$ cat src/design/vfh_pkg.sv
// Package for the varint frame header parser.
// Holds the phase and status codes, the result item type and sizing constants.
package vfh_pkg;

    localparam int unsigned SEQ_W   = 64;
    localparam int unsigned SIZE_W  = 32;
    localparam int unsigned COUNT_W = 33;
    localparam int unsigned VCNT_W  = 4;

    // Ten bytes carry 64 bits; an eleventh byte is an overlong varint
    localparam logic [VCNT_W-1:0] VARINT_MAX_BYTES = 4'd10;
    localparam logic [COUNT_W-1:0] COUNT_MAX = {COUNT_W{1'b1}};
    localparam logic [SIZE_W-1:0] MAX_RAW_SIZE_RST = 32'd1048576;

    // Register byte addresses, decoded on the word address bit
    localparam logic ADDR_MAX_RAW_SIZE = 1'b0;

    typedef enum logic [2:0] {
        PH_SEQ     = 3'd0,
        PH_CODEC   = 3'd1,
        PH_SIZE    = 3'd2,
        PH_PAYLOAD = 3'd3,
        PH_DROP    = 3'd4
    } phase_t;

    typedef enum logic [1:0] {
        ST_OK    = 2'd0,
        ST_TRUNC = 2'd1,
        ST_PROTO = 2'd2,
        ST_LIMIT = 2'd3
    } status_t;

    localparam logic KIND_PAYLOAD = 1'b0;
    localparam logic KIND_REPORT  = 1'b1;

    localparam logic [7:0] CODEC_RAW        = 8'd0;
    localparam logic [7:0] CODEC_COMPRESSED = 8'd1;

    typedef struct packed {
        logic              kind;
        logic [7:0]        data;
        logic              comp;
        status_t           status;
        logic [SEQ_W-1:0]  seq;
        logic [SIZE_W-1:0] size;
        logic              last;
    } result_t;

endpackage

$ cat src/design/varint_frame_header_parser_core.sv
// Top level of the varint frame header parser: byte stream in, payload beats and
// end-of-frame reports out, APB register for the raw size limit.
// Depends on vfh_pkg.
//
// Usage:
//   s_axis carries one frame byte per beat in tdata[7:0]; tlast marks the last
//   byte of a frame. m_axis carries result beats: payload bytes of the frame,
//   tagged raw or compressed, and one report beat per frame with status,
//   sequence number and declared raw size. tlast on m_axis marks the last beat
//   caused by one input byte.
//   A result is registered and appears on m_axis in the cycle after its input beat.
//   Throughput: one byte per cycle while m_axis takes every beat. A frame's last
//   payload byte produces two beats (payload and report); s_axis_tready drops
//   while the second of them waits in the queue.
//   The header is decoded by a per-byte state machine with a 64-bit varint
//   accumulator; the output side is a two-beat queue, and s_axis_tready is high
//   when that queue will be empty after the current output transfer.
//   When m_axis stalls, at most two beats wait in the queue and s_axis_tready
//   stays low until the receiver takes them.
//   Reset (aresetn low, synchronous) clears the frame state and the queue and
//   sets max_raw_size to 1048576. Write max_raw_size at byte address 0 only
//   while the block is idle.
//   Payload beats of a frame whose report status is not ok must be discarded.
module varint_frame_header_parser_core (
    input  logic         aclk,
    input  logic         aresetn,
    // APB register port
    input  logic         psel,
    input  logic         penable,
    input  logic         pwrite,
    input  logic [2:0]   paddr,
    input  logic [31:0]  pwdata,
    output logic [31:0]  prdata,
    output logic         pready,
    // frame byte input
    input  logic         s_axis_tvalid,
    output logic         s_axis_tready,
    input  logic [7:0]   s_axis_tdata,   // [7:0] frame_byte
    input  logic         s_axis_tlast,   // frame_end
    // result output
    output logic         m_axis_tvalid,
    input  logic         m_axis_tready,
    output logic [111:0] m_axis_tdata,   // [7:0] payload_byte, [9:8] frame_status,
                                         // [73:10] frame_sequence,
                                         // [105:74] declared_size, [111:106] zero
    output logic [1:0]   m_axis_tuser,   // [0] item_kind, [1] is_compressed
    output logic         m_axis_tlast    // last_of_run
);
    import vfh_pkg::*;

    logic [SIZE_W-1:0]  max_reg;

    phase_t             phase_reg, phase_next;
    logic [VCNT_W-1:0]  cnt_reg, cnt_next;
    logic [SEQ_W-1:0]   acc_reg, acc_next;
    logic [SEQ_W-1:0]   seq_reg, seq_next;
    logic [7:0]         codec_reg, codec_next;
    logic [SIZE_W-1:0]  size_reg, size_next;
    logic [COUNT_W-1:0] count_reg, count_next;
    status_t            err_reg, err_next;

    result_t            slot0_reg, slot1_reg;
    logic               v0_reg, v1_reg;

    logic               s_accept, m_pop, cfg_wr;
    logic [6:0]         shamt;
    logic [SEQ_W-1:0]   acc_or;
    logic               has_payload;
    status_t            final_status;
    result_t            pay_item, rep_item;

    // ---------------- register port ----------------
    assign pready = 1'b1;
    assign cfg_wr = psel && penable && pwrite && pready;
    assign prdata = (paddr[2] == ADDR_MAX_RAW_SIZE) ? max_reg : '0;

    always_ff @(posedge aclk) begin
        if (!aresetn) begin
            max_reg <= MAX_RAW_SIZE_RST;
        end else if (cfg_wr && paddr[2] == ADDR_MAX_RAW_SIZE) begin
            max_reg <= pwdata;
        end
    end

    // ---------------- handshakes ----------------
    assign m_pop         = v0_reg && m_axis_tready;
    assign s_axis_tready = !v1_reg && (!v0_reg || m_axis_tready);
    assign s_accept      = s_axis_tvalid && s_axis_tready;

    // ---------------- header decode ----------------
    // byte k of a varint lands at bit 7*k
    assign shamt  = {cnt_reg, 3'b000} - {3'b000, cnt_reg};
    assign acc_or = acc_reg | ({{(SEQ_W-7){1'b0}}, s_axis_tdata[6:0]} << shamt);

    always_comb begin
        phase_next   = phase_reg;
        cnt_next     = cnt_reg;
        acc_next     = acc_reg;
        seq_next     = seq_reg;
        codec_next   = codec_reg;
        size_next    = size_reg;
        count_next   = count_reg;
        err_next     = err_reg;
        has_payload  = 1'b0;
        final_status = ST_OK;

        unique case (phase_reg)
            PH_SEQ: begin
                if (cnt_reg == VARINT_MAX_BYTES) begin
                    err_next   = ST_PROTO;
                    phase_next = PH_DROP;
                end else if (!s_axis_tdata[7]) begin
                    seq_next   = acc_or;
                    acc_next   = '0;
                    cnt_next   = '0;
                    phase_next = PH_CODEC;
                end else begin
                    acc_next = acc_or;
                    cnt_next = cnt_reg + 1'b1;
                end
            end
            PH_CODEC: begin
                codec_next = s_axis_tdata;
                phase_next = PH_SIZE;
            end
            PH_SIZE: begin
                if (cnt_reg == VARINT_MAX_BYTES) begin
                    err_next   = ST_PROTO;
                    phase_next = PH_DROP;
                end else if (!s_axis_tdata[7]) begin
                    size_next = acc_or[SIZE_W-1:0];
                    acc_next  = '0;
                    cnt_next  = '0;
                    // limit check goes before the codec check
                    if (acc_or[SEQ_W-1:SIZE_W] != '0 || acc_or[SIZE_W-1:0] > max_reg) begin
                        err_next   = ST_LIMIT;
                        phase_next = PH_DROP;
                    end else if (codec_reg > CODEC_COMPRESSED) begin
                        err_next   = ST_PROTO;
                        phase_next = PH_DROP;
                    end else begin
                        phase_next = PH_PAYLOAD;
                    end
                end else begin
                    acc_next = acc_or;
                    cnt_next = cnt_reg + 1'b1;
                end
            end
            PH_PAYLOAD: begin
                has_payload = 1'b1;
                if (count_reg != COUNT_MAX) begin
                    count_next = count_reg + 1'b1;
                end
            end
            default: begin
                // dropping until frame end
            end
        endcase

        final_status = err_next;
        if (err_next == ST_OK) begin
            if (phase_next != PH_PAYLOAD) begin
                final_status = ST_TRUNC;
            end else if (codec_next == CODEC_RAW && count_next != {1'b0, size_next}) begin
                final_status = ST_PROTO;
            end
        end

        pay_item.kind   = KIND_PAYLOAD;
        pay_item.data   = s_axis_tdata;
        pay_item.comp   = (codec_reg == CODEC_COMPRESSED);
        pay_item.status = ST_OK;
        pay_item.seq    = '0;
        pay_item.size   = '0;
        pay_item.last   = !s_axis_tlast;

        rep_item.kind   = KIND_REPORT;
        rep_item.data   = '0;
        rep_item.comp   = (codec_next == CODEC_COMPRESSED);
        rep_item.status = final_status;
        rep_item.seq    = seq_next;
        rep_item.size   = (final_status == ST_OK) ? size_next : '0;
        rep_item.last   = 1'b1;

        if (s_axis_tlast) begin
            phase_next = PH_SEQ;
            cnt_next   = '0;
            acc_next   = '0;
            seq_next   = '0;
            codec_next = '0;
            size_next  = '0;
            count_next = '0;
            err_next   = ST_OK;
        end
    end

    always_ff @(posedge aclk) begin
        if (!aresetn) begin
            phase_reg <= PH_SEQ;
            cnt_reg   <= '0;
            acc_reg   <= '0;
            seq_reg   <= '0;
            codec_reg <= '0;
            size_reg  <= '0;
            count_reg <= '0;
            err_reg   <= ST_OK;
        end else if (s_accept) begin
            phase_reg <= phase_next;
            cnt_reg   <= cnt_next;
            acc_reg   <= acc_next;
            seq_reg   <= seq_next;
            codec_reg <= codec_next;
            size_reg  <= size_next;
            count_reg <= count_next;
            err_reg   <= err_next;
        end
    end

    // ---------------- output queue ----------------
    // An input beat is only taken when the queue drains this cycle, so both
    // result beats of one input load straight into the two slots.
    always_ff @(posedge aclk) begin
        if (!aresetn) begin
            v0_reg <= 1'b0;
            v1_reg <= 1'b0;
        end else if (s_accept) begin
            v0_reg <= has_payload || s_axis_tlast;
            v1_reg <= has_payload && s_axis_tlast;
        end else if (m_pop) begin
            v0_reg <= v1_reg;
            v1_reg <= 1'b0;
        end
    end

    always_ff @(posedge aclk) begin
        if (s_accept) begin
            slot0_reg <= has_payload ? pay_item : rep_item;
            slot1_reg <= rep_item;
        end else if (m_pop) begin
            slot0_reg <= slot1_reg;
        end
    end

    assign m_axis_tvalid = v0_reg;
    assign m_axis_tdata  = {6'b0, slot0_reg.size, slot0_reg.seq, slot0_reg.status,
                            slot0_reg.data};
    assign m_axis_tuser  = {slot0_reg.comp, slot0_reg.kind};
    assign m_axis_tlast  = slot0_reg.last;

    // ---------------- assertions ----------------
    a_queue_order: assert property (@(posedge aclk) disable iff (!aresetn)
        v1_reg |-> v0_reg)
        else $error("second queue slot valid while the first is empty");

    a_ready_room: assert property (@(posedge aclk) disable iff (!aresetn)
        s_axis_tready |-> !v1_reg)
        else $error("input ready while two beats are queued");

    a_report_last: assert property (@(posedge aclk) disable iff (!aresetn)
        (m_axis_tvalid && m_axis_tuser[0]) |-> m_axis_tlast)
        else $error("report beat without last mark");

    a_frame_clear: assert property (@(posedge aclk) disable iff (!aresetn)
        (s_accept && s_axis_tlast) |=> (phase_reg == PH_SEQ && err_reg == ST_OK
                                        && count_reg == '0))
        else $error("frame state not cleared after frame end");

endmodule

$ cat config.mk
export PLATFORM = sky130hd
export DESIGN_NAME = varint_frame_header_parser_core
export DESIGN_NICKNAME = d
export VERILOG_FILES = /design/src/design/vfh_pkg.sv /design/src/design/varint_frame_header_parser_core.sv
export SDC_FILE = /design/constraint.sdc
export NUM_CORES = 1
export LEC_CHECK = 0
export BUFFER_PORTS_ARGS = -buffer_cell sky130_fd_sc_hd__buf_2
export CORE_UTILIZATION = 44
export DETAILED_ROUTE_END_ITERATION = 12
export HOLD_SLACK_MARGIN = 0.03
export PLACE_DENSITY = 0.69
export SYNTH_ARGS = -nofsm -noshare
export SYNTH_HDL_FRONTEND = slang
export SYNTH_SLANG_ARGS = --single-unit
$ cat constraint.sdc
create_clock -name aclk -period 7.5 [get_ports aclk]
set_clock_uncertainty 0.1 [all_clocks]
set_input_delay 0.375 -clock aclk [delete_from_list [all_inputs] [get_ports aclk]]
set_output_delay 0.375 -clock aclk [all_outputs]
set_load 0.005 [all_outputs]
; Word level (Yosys, flattened, before mapping)
; Index checks and enable logic that the tools add are counted.
[totals]
reg_bits = 452
output_inout_bits = 150
wordCells = 112
[classes]
addsub = 3
magnitude_cmp = 2
eq_ne = 10
n_shift = 1
mux = 49
bitwise = 2
reduce_logical = 23
[op_table]
columns = operator, n
row1 = two-way mux 64 bit, 8
row2 = two-way mux 109 bit, 3
row3 = two-way mux 32 bit, 6
row4 = two-way mux 33 bit, 3
row5 = bitwise OR 64 bit, 1
row6 = << shifter 7 x 7 -> 64 bit, 1
row7 = "adder 33 x 1 -> 33 bit, second input constant", 1
row8 = != test 33 x 32 -> 1 bit, 1
row9 = "!= test 33 bit, second input constant", 1
row10 = > comparator 32 bit, 1
row11 = nonzero test 32 bit, 1
row12 = two-way mux 3 bit, 7
row13 = two-way mux 2 bit, 9
row14 = "== test 8 x 1 -> 1 bit, second input constant", 2
row15 = two-way mux 4 bit, 4
row16 = two-way mux 8 bit, 2
row17 = case mux 3 bit (3 select lines), 1
row18 = "> comparator 8 x 1 -> 1 bit, second input constant", 1
row19 = logical AND 1 bit, 8
row20 = logical NOT 8 bit, 1
row21 = subtractor 7 x 4 -> 7 bit, 1
row22 = "== test 3 x 2 -> 1 bit, second input constant", 2
row23 = two-way mux 1 bit, 5
row24 = "adder 4 x 1 -> 4 bit, second input constant", 1
row25 = 13 further kinds, 19

; Depth between registers and ports, before layout
; Gate-level depths: netlist of run 1.
[depth]
ltp_word = 16
mapped_depth = 27
mapped_depth_nobuf = 20

; Worst setup path before layout of run 1
; No wires, ideal clock.
[synth_path]
path_type = register to register
startpoint = register cnt_reg[1]
endpoint = register slot0_reg (netlist bit m_axis_tdata[100]), data pin
setup_time_ns = 0.257
arrival_ns = 5.327
required_time_ns = 7.143
setup_slack_ns = 1.816
stages_incl_launch_ff = 25
path_cell_list = dfxtp_1 -> buf_2 -> buf_2 -> buf_2 -> inv_1 -> ha_1 -> mux4_2 -> and2_1 -> or2_2 -> clkbuf_1 -> a21oi_1 -> inv_1 -> ha_1 -> nand4_1 -> or4_1 -> and3_1 -> o31a_1 -> nor4_1 -> nand4b_1 -> nor3_1 -> o21ai_0 -> or3_1 -> buf_4 -> buf_6 -> a32o_1
[synth_between]
elab_chain_cells = 16
word_cells_on_any_way = 31
[synth_rtl]
columns = item, line_no
row1 = start: declaration, varint_frame_header_parser_core.sv:54  ; logic [VCNT_W-1:0] cnt_reg, cnt_next;
row2 = start signal: assignment, varint_frame_header_parser_core.sv:209  ; cnt_reg <= cnt_next;
row3 = subtractor 7 x 4 -> 7 bit, varint_frame_header_parser_core.sv:92  ; assign shamt = {cnt_reg, 3'b000} - {3'b000, cnt_reg};
row4 = << shifter 7 x 7 -> 64 bit, varint_frame_header_parser_core.sv:93  ; assign acc_or = acc_reg | ({{(SEQ_W-7){1'b0}}, s_axis_tdata[6:0]} << shamt);
row5 = bitwise OR 64 bit, varint_frame_header_parser_core.sv:93
row6 = > comparator 32 bit or nonzero test 32 bit (tied branches), varint_frame_header_parser_core.sv:135  ; if (acc_or[SEQ_W-1:SIZE_W] != '0 || acc_or[SIZE_W-1:0] > max_reg) begin
row7 = logical OR 1 bit, varint_frame_header_parser_core.sv:135
row8 = two-way mux 3 bit or two-way mux 2 bit (tied branches), varint_frame_header_parser_core.sv:135
row9 = two-way mux 3 bit or two-way mux 2 bit (tied branches), varint_frame_header_parser_core.sv:130  ; end else if (!s_axis_tdata[7]) begin
row10 = two-way mux 3 bit or two-way mux 2 bit (tied branches), varint_frame_header_parser_core.sv:127  ; if (cnt_reg == VARINT_MAX_BYTES) begin
row11 = case mux 3 bit (3 select lines) or case mux 2 bit (2 select lines) (tied branches), varint_frame_header_parser_core.sv:107  ; unique case (phase_reg)
row12 = != test 3 x 2 -> 1 bit or two-way mux 2 bit (tied branches), "varint_frame_header_parser_core.sv:162, varint_frame_header_parser_core.sv:164"
row13 = two-way mux 2 bit, varint_frame_header_parser_core.sv:162  ; if (phase_next != PH_PAYLOAD) begin
row14 = two-way mux 2 bit, varint_frame_header_parser_core.sv:161  ; if (err_next == ST_OK) begin
row15 = logical NOT 2 bit, varint_frame_header_parser_core.sv:182  ; rep_item.size = (final_status == ST_OK) ? size_next : '0;
row16 = two-way mux 32 bit *, varint_frame_header_parser_core.sv:182
row17 = two-way mux 109 bit *, varint_frame_header_parser_core.sv:237  ; slot0_reg <= has_payload ? pay_item : rep_item;
row18 = two-way mux 109 bit *, varint_frame_header_parser_core.sv:236  ; if (s_accept) begin
row19 = end signal: assignment, varint_frame_header_parser_core.sv:237
row20 = end signal: assignment, varint_frame_header_parser_core.sv:240  ; slot0_reg <= slot1_reg;
row21 = end: declaration, varint_frame_header_parser_core.sv:62  ; result_t slot0_reg, slot1_reg;
; Mark *: on every way between the ends. The rest lies on a longest branch, timed or not.
; A chain may end at the register's enable or synchronous reset.

; Final worst setup path of run 1
[layout_path]
startpoint = register cnt_reg[3]
endpoint = register slot0_reg (netlist bit m_axis_tdata[88]), data pin
; Same word-level chain as after synthesis.

==> results of run 1 <==
## worst min-delay path by stage
| stage | endpoint | slack [ps] | cells after the start |
|---|---|---|---|
| 6_report | v1_reg$_SDFFE_PN0P_ | 90 | 4 |
| 3_5_place_dp | max_reg[2]$_SDFFE_PN0P_ | 360 | 2 |
| 2_1_floorplan | acc_reg[38]$_SDFFE_PN0P_ | 340 | 2 |
| 4_1_cts | v1_reg$_SDFFE_PN0P_ | 70 | 4 |
| 5_1_grt | v1_reg$_SDFFE_PN0P_ | 100 | 4 |
| 3_3_place_gp | acc_reg[38]$_SDFFE_PN0P_ | 350 | 2 |
## tightest hold or removal path: cells and delay by family
| kind | cells | cell delay (ps) |
|---|---|---|
| buf+inv | 1 | 90 |
| compound gates | 1 | 70 |
| simple gates | 2 | 180 |
## power breakdown
group | internal [W] | switching, W
logic | 0.000191 | 0.000396
clock network | 0.00146 | 0.00103
registers | 0.00267 | 0.0000279
total | 0.00432 | 0.00145
## cell usage after synthesis, drive strengths merged (17+ instances only)
master,count
a21boi,36
a21oi,149
a22o,51
a22oi,96
a31oi,17
a32o,30
and2,42
and3,33
buf,50
clkbuf,124
dfxtp,244
edfxtp,208
ha,37
inv,93
nand2,236
nand3,35
nand4,27
nor2,178
nor2b,131
nor3,53
nor3b,18
nor4,19
o21ai,150
xnor2,20
## layout make-up
type,instances,area share
Clock buffer,68,0.0566
Clock inverter,22,0.00857
Tap cell,664,0.0324
Multi-Input combinational cell,1595,0.386
Timing Repair Buffer,289,0.0691
Sequential cell,452,0.433
Inverter,94,0.0138
## stage by stage
step | util | worst slack, ps
after floorplan | - | 1820
after global placement | 0.481 | 641
after detailed placement | 0.481 | 676
after CTS | 0.521 | 648
after global routing | 0.521 | 187
final | 0.521 | 545
## routing by layer
metal,routed length [microns],vias up,track usage
li1,-,8714,-
met1,29100,8992,0.350
met2,31700,690,0.422
met3,3780,139,0.0312
met4,2510,0,0.108
met5,0,-,0
## logic make-up (layout without fill, tap and decap cells)
logic type	after synthesis	count (layout)	synth area share
AND/OR/NAND/NOR	837	837	0.194
adder cells (fa/ha/maj)	38	38	0.0214
flip-flops	452	452	0.504
other	2	7	0.000340
AO/OA/AOI/OAI	649	649	0.200
multiplexers	35	35	0.0190
XOR/XNOR	29	29	0.0115
buffers and inverters	268	473	0.0501
## what timing repair did
item / in CTS / in global routing
endpoints found under the setup margin: 0 / 0
endpoints found under the hold margin: 32 / 0
hold buffers: 32 / 0
==> reports/qor.json, run 1 <==
{
  "final_antenna_net_count": {"value": 0},
  "path_class": {"value": "reg2reg"},
  "syn-cell-area": {"value": 22100, "unit": "sq um"},
  "drt_wl_total": {"value": 67100, "unit": "microns"},
  "cp-startpoint": {"value": "cnt_reg[3]$_SDFFE_PN0P_"},
  "cts_root_buf": {"value": "clkbuf_16"},
  "yosysWarningCount": {"value": 0},
  "tns": {"value": 0, "unit": "ps"},
  "vias_in_the_first_global_route": {"value": 17400},
  "fillCellCount": {"value": 4461},
  "detailroute.via_count": {"value": 18500},
  "drive_above_1_share": {"value": 0.162},
  "tritoncts.num_buffers": {"value": 48},
  "status": {"value": "complete, no violations"},
  "ir_drop": {"value": 0.000140, "unit": "V"},
  "post_drt_via_cell_ratio": {"value": 5.82},
  "timing.final.max_slew_violations": {"value": 0},
  "maxCapViolations": {"value": 0},
  "placement.io_buffers": {"value": 191},
  "dp_cells": {"value": 3062},
  "postLayoutCellArea": {"value": 25700, "unit": "sq um"},
  "crit_cells": {"value": 20},
  "final_net_count": {"value": 2568},
  "antenna_cells": {"value": 0},
  "drt_first_pass_iters": {"value": 5},
  "final-hold-violation-count": {"value": 0},
  "routabilityCongestion": {"value": 0.916},
  "die_width": {"value": 226, "unit": "microns"},
  "timing_worst_slew_pin_value": {"value": 1250, "unit": "ps"},
  "floorplan.io_pins": {"value": 201},
  "cpPeakStageDelay": {"value": 760, "unit": "ps"},
  "design_power_total": {"value": 0.00578, "unit": "W"},
  "floorplan.core_area": {"value": 49300, "unit": "sq um"},
  "worstPathCellList": {"value": "inv_1, ha_1, nor4_2, nor2_1, a211oi_2, a21oi_1, buf_4, inv_1, ha_1, nand4_1, nor4_1, and3_1, a31oi_1, nor4_1, nand4b_1, nor3_1, o21ai_0, or3_1, buf_4, a32o_1"},
  "design.die.area": {"value": 51100, "unit": "sq um"},
  "drt-wirelength-per-cell": {"value": 21.1, "unit": "microns"},
  "instances_no_fill": {"value": 3184},
  "mostFrequentLayoutCell": {"value": "dfxtp_1"},
  "grt_setup_unrepaired": {"value": "false"},
  "crit_end_category": {"value": "flip-flop"},
  "critical-path-slowest-cell": {"value": "a211oi_2"},
  "postSynthCellCount": {"value": 2310},
  "mean_instance_size_in_the_synthesized_netlist": {"value": 9.55, "unit": "sq um"},
  "critPathTopFamily": {"value": "simple AND/OR/NAND/NOR gates"},
  "cp.required": {"value": 7750, "unit": "ps"},
  "dieHeight": {"value": 226, "unit": "microns"},
  "hold_path_class": {"value": "in2reg"},
  "drt_iter0_markers": {"value": 1947},
  "drt_drc_violations_left": {"value": 0},
  "min-delay-start": {"value": "m_axis_tready"},
  "edff_count_synth": {"value": 208},
  "leakagePower": {"value": 9.97, "unit": "nW"},
  "hpwl": {"value": 45600, "unit": "microns"},
  "clock_tree_from_tritoncts": {"value": "done"},
  "cts.repair.resized": {"value": 0},
  "slew-limit-headroom": {"value": 0.164},
  "fin_worst_hold_slack": {"value": 91.2, "unit": "ps"},
  "antenna_found_initial": {"value": 0},
  "worstPathArrival": {"value": 7210, "unit": "ps"},
  "clock_latency": {"value": 610, "unit": "ps"},
  "final_cell_mix": {"value": "dfxtp_1, nand2_1, edfxtp_1"},
  "async_flop_share": {"value": 0},
  "r2r-end": {"value": "m_axis_tdata[88]$_DFFE_PP_"},
  "worst_r2r_path_depth": {"value": 20},
  "setup.worst_path.start_class": {"value": "flip-flop"},
  "largest_register_ff_count": {"value": 106},
  "synth-seq-area-share": {"value": 0.504},
  "area_delta_synth_final": {"value": 16.4, "unit": "%"},
  "finalSetupViolCount": {"value": 0},
  "ys_top_cells_by_area": {"value": "edfxtp_1, dfxtp_1, nand2_1"},
  "cp_num_buf_inv": {"value": 4},
  "yosys.cell_types.count": {"value": 93},
  "pwr_density_cell": {"value": 225, "unit": "nW/um^2"},
  "total_setup_buffers_inserted_after_cts": {"value": 0},
  "post-route-min-period": {"value": 6950, "unit": "ps"},
  "clock_sinks": {"value": 452},
  "r2r_setup_slk": {"value": 550, "unit": "ps"},
  "synth-seq-cells": {"value": 452},
  "grt_start_max_net_pins": {"value": 100},
  "grt_usage": {"value": 0.260},
  "ctsHtreeMaxLevel": {"value": 2},
  "start_util": {"value": 0.448},
  "postSynth.topFlopCell": {"value": "dfxtp_1"},
  "r2r_start": {"value": "cnt_reg[3]$_SDFFE_PN0P_"},
  "worst-path-max-fanout": {"value": 32},
  "placement.cell_area": {"value": 23700, "unit": "sq um"},
  "post-route-period-util": {"value": 0.927},
  "fmaxAchievable": {"value": 144, "unit": "MHz"},
  "total_area_of_multi_input_combinational_cells": {"value": 9920, "unit": "sq um"},
  "cts.clk_slew.worst_paths": {"value": 60, "unit": "ps"},
  "synth_largest_type_area_fraction": {"value": 0.283},
  "grt_first_pass_wirelength": {"value": 102000, "unit": "microns"},
  "register_area": {"value": 11100, "unit": "sq um"},
  "cts.path.max_buffers": {"value": 3},
  "critical_path.endpoint": {"value": "m_axis_tdata[88]$_DFFE_PP_"},
  "leading_area_contributor_after_synthesis": {"value": "edfxtp_1"},
  "gr-total-overflow": {"value": 0},
  "row_count": {"value": 81}
}
Note: power is estimated with default switching activity, not from simulation.
==> run 2: changes to the inputs <==
- CELL_PAD_IN_SITES_DETAIL_PLACEMENT: unset -> 1
- CELL_PAD_IN_SITES_GLOBAL_PLACEMENT: unset -> 1
- PLACE_DENSITY: 0.69 -> unset
- PLACE_DENSITY_LB_ADDON: unset -> 0.3
==> reports/qor.json, run 2 (synthesis gave the netlist of run 1 again) <==
{
  "cpPeakStageDelay": {"value": 960, "unit": "ps"},
  "dieHeight": {"value": 226, "unit": "microns"},
  "cts.clk_slew.worst_paths": {"value": 60, "unit": "ps"},
  "routabilityCongestion": {"value": 0.898},
  "worstPathArrival": {"value": 7190, "unit": "ps"},
  "dp_slack": {"value": 775, "unit": "ps"},
  "final_cell_mix": {"value": "dfxtp_1, nand2_1, edfxtp_1"},
  "post-route-period-util": {"value": 0.916},
  "final-hold-violation-count": {"value": 0},
  "drt_drc_violations_left": {"value": 0},
  "pwr_density_cell": {"value": 224, "unit": "nW/um^2"},
  "post-route-min-period": {"value": 6870, "unit": "ps"},
  "floorplan.io_pins": {"value": 201},
  "critical-path-slowest-cell": {"value": "xnor2_1"},
  "crit_end_category": {"value": "flip-flop"},
  "vias_in_the_first_global_route": {"value": 19600},
  "drt-wirelength-per-cell": {"value": 23.6, "unit": "microns"},
  "path_class": {"value": "reg2reg"},
  "fin_worst_hold_slack": {"value": 54.4, "unit": "ps"},
  "setup.worst_path.start_class": {"value": "flip-flop"},
  "cts_root_buf": {"value": "clkbuf_16"},
  "drt_iter0_markers": {"value": 1345},
  "grt_usage": {"value": 0.295},
  "leakagePower": {"value": 10.0, "unit": "nW"},
  "min-delay-start": {"value": "m_axis_tready"},
  "tns": {"value": 0, "unit": "ps"},
  "design.die.area": {"value": 51100, "unit": "sq um"},
  "floorplan.core_area": {"value": 49300, "unit": "sq um"},
  "drive_above_1_share": {"value": 0.162},
  "slew-limit-headroom": {"value": 0.170},
  "timing.final.max_slew_violations": {"value": 0},
  "placement.io_buffers": {"value": 191},
  "r2r_start": {"value": "cnt_reg[0]$_SDFFE_PN0P_"},
  "dp_cells": {"value": 3076},
  "post_drt_via_cell_ratio": {"value": 5.98},
  "cp-startpoint": {"value": "cnt_reg[0]$_SDFFE_PN0P_"},
  "final_antenna_net_count": {"value": 0},
  "row_count": {"value": 81},
  "drt_wl_total": {"value": 75500, "unit": "microns"},
  "ir_drop": {"value": 0.000220, "unit": "V"},
  "cp.required": {"value": 7810, "unit": "ps"},
  "start_util": {"value": 0.448},
  "largest_register_ff_count": {"value": 106},
  "antenna_cells": {"value": 0},
  "fillCellCount": {"value": 5615},
  "total_area_of_multi_input_combinational_cells": {"value": 9920, "unit": "sq um"},
  "status": {"value": "complete, no violations"},
  "worst-path-max-fanout": {"value": 13},
  "grt_setup_unrepaired": {"value": "false"},
  "clock_latency": {"value": 610, "unit": "ps"},
  "tritoncts.num_buffers": {"value": 49},
  "detailroute.via_count": {"value": 19100},
  "ctsHtreeMaxLevel": {"value": 2},
  "grt_first_pass_wirelength": {"value": 116000, "unit": "microns"},
  "clock_sinks": {"value": 452},
  "drt_first_pass_iters": {"value": 5},
  "area_delta_synth_final": {"value": 16.5, "unit": "%"},
  "cp_num_buf_inv": {"value": 2},
  "antenna_found_initial": {"value": 3},
  "maxCapViolations": {"value": 0},
  "hold_path_class": {"value": "in2reg"},
  "fmaxAchievable": {"value": 146, "unit": "MHz"},
  "setup_slack": {"value": 628, "unit": "ps"},
  "final_net_count": {"value": 2583},
  "timing_worst_slew_pin_value": {"value": 1240, "unit": "ps"},
  "mostFrequentLayoutCell": {"value": "dfxtp_1"},
  "die_width": {"value": 226, "unit": "microns"},
  "hpwl": {"value": 51600, "unit": "microns"},
  "critPathTopFamily": {"value": "simple AND/OR/NAND/NOR gates"},
  "clock_tree_from_tritoncts": {"value": "done"},
  "worstPathCellList": {"value": "inv_2, ha_1, xnor2_1, o211ai_1, and3_1, a21oi_1, inv_1, ha_1, nand4_1, or4_1, and3_1, o31a_1, nor4_1, nand4b_1, nor4_2, a31oi_1, nor2_1, o21ai_1, nor3b_1"},
  "instances_no_fill": {"value": 3199},
  "finalSetupViolCount": {"value": 0},
  "cts.path.max_buffers": {"value": 3},
  "grt_start_max_net_pins": {"value": 78},
  "gr-total-overflow": {"value": 0},
  "register_area": {"value": 11100, "unit": "sq um"}
}
## run 2: timing repair
| item | 4_1_cts | 5_1_grt |
|---|---|---|
| hold buffers | 32 | 0 |
| gates resized for setup | 0 | 0 |
| hold endpoints to repair | 32 | 0 |
| buffers inserted | 0 | 0 |
## run 2: path summary, 6_finish.rpt
| kind | endpoint | slack, ps | cells after the start |
|---|---|---|---|
| worst max-delay path | slot1_reg[7]$_DFFE_PP_ | 630 | 19 |
| worst min-delay path | v1_reg$_SDFFE_PN0P_ | 50 | 4 |
| worst max register to register | slot1_reg[7]$_DFFE_PP_ | 630 | 19 |
| worst min register to register | max_reg[30]$_SDFFE_PN0P_ | 370 | 2 |
## run 2: area by class of cell
cell class | count | area share
inverter | 94 | 0.0138
timing repair buffer | 303 | 0.0740
clock buffer | 59 | 0.0495
tap | 664 | 0.0323
multi-input combinational | 1595 | 0.386
clock inverter | 32 | 0.0119
sequential | 452 | 0.433
## run 2: power by group
part	internal [W]	total, W	switching (W)
clock	0.00139	0.00244	0.00105
combinational	0.000199	0.000620	0.000422
sequential	0.00267	0.00270	0.0000296
## run 2: stage by stage
step | util | cell area (sq um) | power, W
floorplan | - | 22100 | 0.00310
global placement | 0.484 | 23800 | 0.00333
detailed placement | 0.484 | 23800 | 0.00335
CTS | 0.522 | 25700 | 0.00580
global route | 0.522 | 25700 | 0.00593
finish | 0.522 | 25700 | 0.00576
## run 2: per-layer routing
metal  GRT usage  wire [microns]
met1       0.379           32200
met2       0.503           37100
met3      0.0414            3600
met4       0.108            2560
met5           0              27
## run 2: worst min-delay path, delay by kind of cell
kind                   cells  cell delay [ps]
buffers and inverters      1               90
AOI/OAI and AO/OA          1               70
and+or+nand+nor            2              180
==> run 3: changes to the inputs <==
- CORE_ASPECT_RATIO: unset -> 0.8
==> reports/qor.json, run 3 (synthesis gave the netlist of run 1 again) <==
{
  "final-hold-violation-count": {"value": 0},
  "drt_wl_total": {"value": 75600, "unit": "microns"},
  "placement.io_buffers": {"value": 191},
  "row_count": {"value": 73},
  "r2r-end": {"value": "m_axis_tdata[93]$_DFFE_PP_"},
  "dp_slack": {"value": 795, "unit": "ps"},
  "hpwl": {"value": 52200, "unit": "microns"},
  "area_delta_synth_final": {"value": 16.7, "unit": "%"},
  "path_class": {"value": "reg2reg"},
  "dieHeight": {"value": 202, "unit": "microns"},
  "worstPathCellList": {"value": "inv_1, ha_1, or4_1, a211oi_1, a2bb2oi_2, a21oi_1, inv_1, ha_1, nand4_1, nor2_1, a221o_1, o31a_1, nor4_1, nand4b_1, nor4_2, nand4_1, nor4_4, buf_12, nor2b_1, a22o_1"},
  "tritoncts.num_buffers": {"value": 47},
  "holdPathEnd": {"value": "codec_reg[3]$_SDFFE_PN0P_"},
  "final_net_count": {"value": 2585},
  "gr-total-overflow": {"value": 0},
  "design_power_total": {"value": 0.00572, "unit": "W"},
  "hold_path_class": {"value": "in2reg"},
  "setup.worst_path.start_class": {"value": "flip-flop"},
  "worst-path-max-fanout": {"value": 32},
  "cts_root_buf": {"value": "clkbuf_16"},
  "die_width": {"value": 252, "unit": "microns"},
  "tns": {"value": 0, "unit": "ps"},
  "grt_start_max_net_pins": {"value": 82},
  "cts.repair.resized": {"value": 0},
  "cts.path.max_buffers": {"value": 3},
  "post-route-period-util": {"value": 0.901},
  "drive_above_1_share": {"value": 0.162},
  "setup_slack": {"value": 742, "unit": "ps"},
  "worstPathArrival": {"value": 7130, "unit": "ps"},
  "final_antenna_net_count": {"value": 0},
  "grt_setup_unrepaired": {"value": "false"},
  "drt_first_pass_iters": {"value": 7},
  "start_util": {"value": 0.445},
  "finalSetupViolCount": {"value": 0},
  "largest_register_ff_count": {"value": 106},
  "grt_first_pass_wirelength": {"value": 115000, "unit": "microns"},
  "maxCapViolations": {"value": 0},
  "design.die.area": {"value": 51100, "unit": "sq um"},
  "ctsHtreeMaxLevel": {"value": 2},
  "post_drt_via_cell_ratio": {"value": 5.93},
  "floorplan.io_pins": {"value": 201},
  "clock_tree_from_tritoncts": {"value": "done"},
  "cp_num_buf_inv": {"value": 3},
  "r2r_start": {"value": "cnt_reg[3]$_SDFFE_PN0P_"},
  "leakagePower": {"value": 9.99, "unit": "nW"},
  "critPathTopFamily": {"value": "simple AND/OR/NAND/NOR gates"},
  "cpPeakStageDelay": {"value": 600, "unit": "ps"},
  "min-delay-start": {"value": "s_axis_tdata[3]"},
  "drt-wirelength-per-cell": {"value": 23.5, "unit": "microns"},
  "drt_iter0_markers": {"value": 1422},
  "clock_latency": {"value": 600, "unit": "ps"},
  "floorplan.core_area": {"value": 49600, "unit": "sq um"},
  "pwr_density_cell": {"value": 222, "unit": "nW/um^2"},
  "fmaxAchievable": {"value": 148, "unit": "MHz"},
  "antenna_found_initial": {"value": 4},
  "dp_cells": {"value": 3090},
  "cts.clk_slew.worst_paths": {"value": 60, "unit": "ps"},
  "postLayoutCellArea": {"value": 25800, "unit": "sq um"},
  "post-route-min-period": {"value": 6760, "unit": "ps"},
  "final_cell_mix": {"value": "dfxtp_1, nand2_1, edfxtp_1"},
  "instances_no_fill": {"value": 3215},
  "routabilityCongestion": {"value": 0.927},
  "r2r_setup_slk": {"value": 740, "unit": "ps"},
  "mostFrequentLayoutCell": {"value": "dfxtp_1"},
  "whs_path_depth": {"value": 3},
  "slew-limit-headroom": {"value": 0.155},
  "worst_r2r_path_depth": {"value": 20},
  "vias_in_the_first_global_route": {"value": 19500},
  "cp.required": {"value": 7870, "unit": "ps"},
  "placement.cell_area": {"value": 23900, "unit": "sq um"},
  "status": {"value": "complete, no violations"},
  "drt_drc_violations_left": {"value": 0},
  "timing_worst_slew_pin_value": {"value": 1260, "unit": "ps"},
  "grt_usage": {"value": 0.291},
  "ir_drop": {"value": 0.000172, "unit": "V"},
  "timing.final.max_slew_violations": {"value": 0},
  "crit_end_category": {"value": "flip-flop"},
  "critical-path-slowest-cell": {"value": "dfxtp_1"},
  "detailroute.via_count": {"value": 19000},
  "clock_sinks": {"value": 452}
}
-- run 3: cell types whose count changed in the layout (fill, tap and decap cells not counted), moves of 3 or more --
cell      before  now
clkinv_2      10    4
diode_2        0    4
inv_6          3    0
clkbuf_1       9   13
buf_4         79   82
clkinv_1      11    7
clkbuf_8       1    9
-- run 3: through the flow --
stage | util | hold WS (ps)
after floorplan | - | 338
after global placement | 0.481 | 349
after detailed placement | 0.481 | 358
after CTS | 0.519 | 47.4
after global routing | 0.519 | 78.2
final | 0.519 | 78.5
-- run 3: area by class of cell --
cell class              count  area (sq um)
diodes                      4          10.0
clock buffers              69          1350
clock inverters            19           208
fillers                  5611         23800
inverters                  94           355
multi-input cells        1595          9920
flip-flops and latches    452         11100
well taps                 675           845
repair buffers            307          1940
-- run 3: worst max path at each step --
stage	slack, ps	end	cells after the start	startpoint
finish	740	m_axis_tdata[93]$_DFFE_PP_	20	cnt_reg[3]$_SDFFE_PN0P_
detailed placement	800	m_axis_tdata[93]$_DFFE_PP_	21	cnt_reg[3]$_SDFFE_PN0P_
CTS	780	m_axis_tdata[93]$_DFFE_PP_	21	cnt_reg[3]$_SDFFE_PN0P_
floorplan	1820	m_axis_tdata[100]$_DFFE_PP_	24	cnt_reg[1]$_SDFFE_PN0P_
global route	310	m_axis_tdata[93]$_DFFE_PP_	21	cnt_reg[3]$_SDFFE_PN0P_
global placement	890	m_axis_tdata[99]$_DFFE_PP_	20	cnt_reg[3]$_SDFFE_PN0P_
-- run 3: power by group --
group	leakage [nW]	switching, W	internal [W]
registers	4.08	0.0000321	0.00267
clock network	0.758	0.00104	0.00136
logic	5.15	0.000419	0.000200
-- run 3: what timing repair did --
action,in CTS,in global routing
hold buffers,33,0
hold endpoints to repair,34,0
buffers inserted,0,0
-- run 3: worst reg2reg max path: cells and delay by family (launching register included) --
family	cells	cell delay [ps]
adders and majority gates	2	760
and+or+nand+nor	9	2540
AOI/OAI and AO/OA	6	2030
buffers and inverters	3	600
DFF	1	600
-- run 3: layer usage --
metal / share of wire / wire length (microns) / vias to the layer above / GRT usage
met5: 0 / 0 / - / 0
met4: 0.025 / 1910 / 0 / 0.0870
met3: 0.065 / 4910 / 122 / 0.0484
met2: 0.48 / 35900 / 596 / 0.478
met1: 0.43 / 32800 / 9585 / 0.393
li1: - / - / 8746 / -
